===== src/hw/rtl/nsc_pkg.sv =====
// nsc_pkg: shared widths, codes and item types for the nearest-site classifier.
// No dependencies; imported by nsc_cell and nearest_site_classifier_core.
package nsc_pkg;

  localparam int DEF_MAX_SITES = 16;
  localparam int CFG_W         = 5;
  localparam int COORD_W       = 16;
  localparam int DIFF_W        = COORD_W + 1;
  localparam int SQ_W          = 2 * COORD_W;
  localparam int DIST_W        = SQ_W + 2;
  localparam int SLOT_MAX_W    = 8;   // enough for the largest table
  localparam int CELL_DEPTH    = 4;   // diff, square, sum, compare

  // 3 * 65535^2, the largest squared distance two points can have
  localparam logic [DIST_W-1:0] DIST_MAX = 34'd12884508675;

  typedef enum logic {
    REQ_LOAD     = 1'b0,
    REQ_CLASSIFY = 1'b1
  } req_t;

  // item moving down the cell chain
  typedef struct packed {
    logic                  valid;
    req_t                  req;
    logic [SLOT_MAX_W-1:0] slot;
    logic [COORD_W-1:0]    x;
    logic [COORD_W-1:0]    y;
    logic [COORD_W-1:0]    z;
    logic                  last;
  } item_t;

  // running best match, skewed CELL_DEPTH stages behind the item
  typedef struct packed {
    logic                  valid;
    logic                  last;
    logic [SLOT_MAX_W-1:0] idx;
    logic [DIST_W-1:0]     dist_sq;
  } best_t;

endpackage


===== src/hw/rtl/nsc_cell.sv =====
// nsc_cell: one site of the systolic chain; holds the site and a four-stage
// distance/compare pipeline. Depends on nsc_pkg.
module nsc_cell import nsc_pkg::*; #(
  parameter int IDX = 0
) (
  input  logic  clk,
  input  logic  rst,
  input  logic  adv,
  input  logic  active,
  input  item_t item_in,
  output item_t item_out,
  input  best_t best_in,
  output best_t best_out
);

  localparam logic [SLOT_MAX_W-1:0] SLOT_IDX = SLOT_MAX_W'(IDX);
  localparam bit FIRST = (IDX == 0);

  item_t                     item_q;
  logic [COORD_W-1:0]        site_x, site_y, site_z;
  logic signed [DIFF_W-1:0]  dx, dy, dz;
  logic signed [DIFF_W-1:0]  dx_next, dy_next, dz_next;
  logic signed [2*DIFF_W-1:0] px, py, pz;
  logic [SQ_W-1:0]           sq_x, sq_y, sq_z;
  logic [DIST_W-1:0]         dist_sum;
  logic                      take;
  best_t                     best_q;

  always_ff @(posedge clk) begin
    if (rst) begin
      item_q.valid <= 1'b0;
    end else if (adv) begin
      item_q <= item_in;
    end
  end

  // a load writes the site as it passes, so earlier points see the old site
  always_ff @(posedge clk) begin
    if (adv && item_q.valid && item_q.req == REQ_LOAD && item_q.slot == SLOT_IDX) begin
      site_x <= item_q.x;
      site_y <= item_q.y;
      site_z <= item_q.z;
    end
  end

  assign dx_next = $signed({item_q.x[COORD_W-1], item_q.x}) - $signed({site_x[COORD_W-1], site_x});
  assign dy_next = $signed({item_q.y[COORD_W-1], item_q.y}) - $signed({site_y[COORD_W-1], site_y});
  assign dz_next = $signed({item_q.z[COORD_W-1], item_q.z}) - $signed({site_z[COORD_W-1], site_z});

  assign px = dx * dx;
  assign py = dy * dy;
  assign pz = dz * dz;

  // squares of a 17-bit difference fit in 32 bits
  always_ff @(posedge clk) begin
    if (adv) begin
      dx       <= dx_next;
      dy       <= dy_next;
      dz       <= dz_next;
      sq_x     <= px[SQ_W-1:0];
      sq_y     <= py[SQ_W-1:0];
      sq_z     <= pz[SQ_W-1:0];
      dist_sum <= DIST_W'(sq_x) + DIST_W'(sq_y) + DIST_W'(sq_z);
    end
  end

  // strict compare keeps the lowest index on ties
  assign take = FIRST || (active && (dist_sum < best_in.dist_sq));

  always_ff @(posedge clk) begin
    if (rst) begin
      best_q.valid <= 1'b0;
    end else if (adv) begin
      best_q.valid   <= best_in.valid;
      best_q.last    <= best_in.last;
      best_q.idx     <= take ? SLOT_IDX : best_in.idx;
      best_q.dist_sq <= take ? dist_sum : best_in.dist_sq;
    end
  end

  assign item_out = item_q;
  assign best_out = best_q;

endmodule


===== config.mk =====
export PLATFORM = sky130hd
export DESIGN_NAME = nsc_cell
export DESIGN_NICKNAME = d
export VERILOG_FILES = /design/src/hw/rtl/nsc_pkg.sv /design/src/hw/rtl/nsc_cell.sv
export SDC_FILE = /design/constraint.sdc
export NUM_CORES = 2
export LEC_CHECK = 0
export BUFFER_PORTS_ARGS = -buffer_cell sky130_fd_sc_hd__buf_2
export CAP_MARGIN = 25
export CORE_ASPECT_RATIO = 1.75
export CORE_MARGIN = 3
export CORE_UTILIZATION = 58
export CTS_CLUSTER_DIAMETER = 80
export DETAILED_ROUTE_END_ITERATION = 8
export PLACE_DENSITY = 0.76
export SYNTH_ARGS = -nofsm -noshare
export SYNTH_HDL_FRONTEND = slang
export SYNTH_SLANG_ARGS = --single-unit

===== constraint.sdc =====
create_clock -name clk -period 8.4 [get_ports clk]
set_clock_uncertainty 0.15 [all_clocks]
set_input_delay 0 -clock clk [delete_from_list [all_inputs] [get_ports clk]]
set_output_delay 0 -clock clk [all_outputs]
set_load 0.005 [all_outputs]

### Word level (Yosys, flattened, before mapping)

Index checks and enable logic that the tools add are counted.

| storage, ports and cells | value |
|---|---|
| output and inout port bits | 103 |
| word-level logic and storage cells | 35 |
| flip-flop bits (word level) | 324 |
| bits of input ports | 107 |

| operators by class | value |
|---|---|
| bitwise logic cells | 2 |
| add/subtract/negate cells | 5 |
| reduce and logical (&&, ||, !) cells | 5 |
| multiply operators | 3 |

Operators with widths:

| operator | count |
|---|---|
| $mul A17 B17 Y32 | 3 |
| $sub A16 B16 Y17 | 3 |
| $add A33 B32 Y34 | 1 |
| $add A32 B32 Y33 | 1 |
| $logic_not A8 Y1 | 1 |
| $logic_and A1 B1 Y1 | 3 |
| $not A1 Y1 | 2 |
| $reduce_and A2 Y1 | 1 |

### Logic depth before layout (Yosys ltp)

| depth | value |
|---|---|
| depth in word-level cells | 3 |
| gate-level depth with buffers | 24 |

### Worst setup path before layout

OpenSTA, ideal clock, no wires.

| path | value |
|---|---|
| path kind | register to register |
| start | register dx[16] |
| end | register sq_x[31] (data pin) |
| library setup time | 260 ps |
| stages on the path, launching flop included | 24 |
| buffers on the path | 2 |
| data arrival time | 5940 ps |
| path slack | 2050 ps |
| cell sequence | edfxtp_1 -> clkbuf_1 -> clkbuf_1 -> and2_1 -> fa_1 -> inv_1 -> fa_1 -> fa_1 -> inv_1 -> fa_1 -> fa_1 -> inv_1 -> fa_1 -> inv_1 -> ha_1 -> a21o_1 -> a21o_1 -> a21oi_1 -> nand2_1 -> o21a_1 -> a221oi_2 -> o2111ai_1 -> a21oi_1 -> xnor2_1 |

| between the ends | value |
|---|---|
| word-level cells in the longest chain between the ends | 1 |

RTL lines:

| what | line | text |
|---|---|---|
| start: declaration | nsc_cell.sv:21 | `logic signed [DIFF_W-1:0] dx, dy, dz;` |
| start signal: assignment | nsc_cell.sv:57 | `dx <= dx_next;` |
| $mul A17 B17 Y32 | nsc_cell.sv:50 | `assign px = dx * dx;` |
| net px[31] | nsc_cell.sv:23 | `logic signed [2*DIFF_W-1:0] px, py, pz;` |
| end signal: assignment | nsc_cell.sv:60 | `sq_x <= px[SQ_W-1:0];` |
| end: declaration | nsc_cell.sv:24 | `logic [SQ_W-1:0] sq_x, sq_y, sq_z;` |

The timed path passes the listed nets, and every way through them passes these cells.
A chain may end at the register's enable or synchronous reset.

### Final worst setup path

| path | value |
|---|---|
| start | register dy[14] |
| end | register sq_y[31] (data pin) |

| between the ends | value |
|---|---|
| word-level cells in the longest chain between the ends | 1 |

RTL lines:

| what | line | text |
|---|---|---|
| start: declaration | nsc_cell.sv:21 |  |
| start signal: assignment | nsc_cell.sv:58 | `dy <= dy_next;` |
| $mul A17 B17 Y32 | nsc_cell.sv:51 | `assign py = dy * dy;` |
| net py[31] | nsc_cell.sv:23 |  |
| end signal: assignment | nsc_cell.sv:61 | `sq_y <= py[SQ_W-1:0];` |
| end: declaration | nsc_cell.sv:24 |  |

The timed path passes the listed nets, and every way through them passes these cells.

==> out/results.txt <==
Area growth syn-to-layout -> 10.1%
largest area contributor in the netlist -> fa_1
Crit path arrival time -> 7.25 ns
RSZ-0062 raised after global routing -> false
cts hold-fix bufs -> 122
Main synth FF type -> edfxtp_1
cts bufs inserted -> 38
Worst EP required -> 8.57 ns
global-route wire length before repair -> 155 mm
TNS Setup -> 0 ns
Routed Wire Length -> 92.8 mm
Placed Cells -> 4974
std cell rows -> 130
global-route total usage across every layer -> 0.258
FF/Latch Area -> 9620 um^2
Wirelength per Cell -> 18.0 um
synthesized cell area -> 42200 um^2
crit start category -> flip-flop
Core Box Area -> 71900 um^2
die span in x -> 210 um
Fin. Hold Viols -> 0
Yosys reg bits -> 321
layout cells sized above 1 -> 0.0620
I/O pin count -> 210
Hold Crit Class -> input pin to flip-flop
initial DRC count -> 1150
Max Root-Sink Buffers -> 3
area of the multi-input gates -> 28300 um^2
Max Cap Violations -> 0
synthesis warning total -> 0
Filler cells -> 5608
GRT overflow -> 0
Post-route DRC -> 0
Post-synth EDFFs -> 319
clock-pin slew on the worst setup and hold paths -> 0.07 ns
later-pin clock latency in the skew report -> 0.58 ns
crit path kind -> flip-flop to flip-flop
post-CTS sizing -> 0
vias per cell -> 5.39
Antenna diodes -> 0
count of pins over their slew limit -> 0
Final nets -> 5453
clock sink count -> 321
largest net degree at the start of global routing -> 145
initial antenna violation count -> 0
final cell count without fillers -> 5165
Initial Util -> 0.587
die area -> 76200 um^2
number of port buffers -> 158
worst-margin pin slew -> 0.989 ns
relative slew slack -> 0.341
Synth area leaders -> fa_1 (38%), edfxtp_1 (23%), ha_1 (9.8%)
Synth top area share -> 0.381
final cycle utilization of the critical path -> 0.843
vias in the first global route -> 31723
Root Driver -> clkbuf_16
crit-path max FO -> 13
Die Ht -> 363 um
Seq/Total Area, Yosys -> 0.228
cells after synthesis -> 3950
Final Critical Period -> 7.08 ns
Util after Layout -> 0.647
antenna-violating nets left -> 0
ys async rst share -> 0
DP HPWL -> 74.2 mm
setup bufs post-CTS -> 0
via count -> 27821
H-tree depth -> 2
Cell variety after synth -> 74
drt pass-1 iters -> 5
outcome -> finished clean
final setup violation count -> 0
synthesized area per cell -> 10.7 um^2
global placement routability congestion -> 0.899
CTS tree -> yes
FMAX -> 141 MHz
nature of the critical path endpoint -> flip-flop
[cells in the final DEF, fill, tap and decap left out, drive strengths merged, types with 101 or more instances in the layout]
master / n
dlygate4sd3: 122
xnor2: 163
and2: 167
fa: 803
ha: 331
a21oi: 101
nor2: 127
edfxtp: 319
nand2: 287
buf: 168
inv: 1079
[final timing paths]
| path | startpoint | to | slack, ns | cells past startpoint |
|---|---|---|---|---|
| max | dy[14]$_DFFE_PP_ | sq_y[31]$_DFFE_PP_ | 1.32 | 22 |
| min | rst | item_out[58]$_SDFFE_PP0P_ | 0.05 | 3 |
| max reg2reg | dy[14]$_DFFE_PP_ | sq_y[31]$_DFFE_PP_ | 1.32 | 22 |
| min reg2reg | dist_sum[28]$_DFFE_PP_ | best_out[28]$_DFFE_PP_ | 0.26 | 0 |
[critical path, stage by stage, from the launching register on]
cell       delay (ns)
edfxtp_1         0.73
inv_1            0.37
nor2_1           0.30
ha_1             0.30
xor2_1           0.26
fa_1             0.47
fa_1             0.52
inv_1            0.06
fa_1             0.49
fa_1             0.50
inv_1            0.05
fa_1             0.47
inv_1            0.04
ha_1             0.32
and3_1           0.21
a221oi_1         0.28
o21ai_0          0.18
buf_4            0.20
o2111ai_1        0.29
a31oi_1          0.21
a21oi_1          0.18
o21bai_1         0.09
xnor2_1          0.13
[state kept, by name (all words and copies together), names as in the netlist]
| register | flops |
|---|---|
| dz | 17 |
| dy | 17 |
| sq_z | 31 |
| item_out | 59 |
| site_x | 16 |
| dx | 17 |
| site_z | 16 |
| sq_y | 31 |
| site_y | 16 |
| dist_sum | 34 |
| sq_x | 31 |
| best_out | 36 |
[metal layers]
layer	up-vias	global-route usage	routed length, um
met1	14094	0.274	31500
met2	804	0.493	51500
met3	325	0.0296	4150
li1	12598	-	-
met5	-	0	0
met4	0	0.138	5740
[cell type report]
| cell class | count | share of cell area |
|---|---|---|
| clock buffers | 43 | 0.0213 |
| clock inverters | 26 | 0.00606 |
| inverters | 1073 | 0.0866 |
| multi-input cells | 2487 | 0.609 |
| flip-flops and latches | 321 | 0.207 |
| well taps | 924 | 0.0249 |
| repair buffers | 291 | 0.0455 |
[Yosys cell counts (all sizes together) (8+ instances only)]
master   number
a31oi        12
or3          14
o211ai        9
nand2       287
nor3         27
o21a         28
inv        1073
a31o          8
xnor2       163
nor2        127
buf          10
nand3        28
nor2b        46
nand2b       26
o21bai       11
ha          331
a211oi       18
clkbuf       69
xor2         38
o21ai        62
a21o         45
and2        167
edfxtp      319
fa          803
a21oi       101
and3         19
a2111oi      11
[cells by family (layout without fill, tap and decap cells)]
group | count (synthesis) | after routing | share of synthesized area
other | 1 | 11 | 0.0000888
AO/OA/AOI/OAI | 359 | 359 | 0.0575
multiplexers | 7 | 7 | 0.00175
adder cells (fa/ha/maj) | 1134 | 1134 | 0.479
XOR/XNOR | 201 | 201 | 0.0417
AND/OR/NAND/NOR | 775 | 775 | 0.0892
flip-flops | 321 | 321 | 0.228
buffers and inverters | 1152 | 1433 | 0.103
[stage by stage]
step	hold slack (ns)	worst slack [ns]	instance area [um^2]
2_1_floorplan	-0.0776	2.05	42300
3_3_place_gp	0.0263	1.49	44000
3_5_place_dp	0.0281	1.39	44000
4_1_cts	0.00407	1.35	46500
5_1_grt	0.0668	1.05	46500
6_report	0.0472	1.32	46500
Power is left out: the tool's default activity adds up to more than one toggle a clock period on the data nets, which glitch-free logic cannot reach.
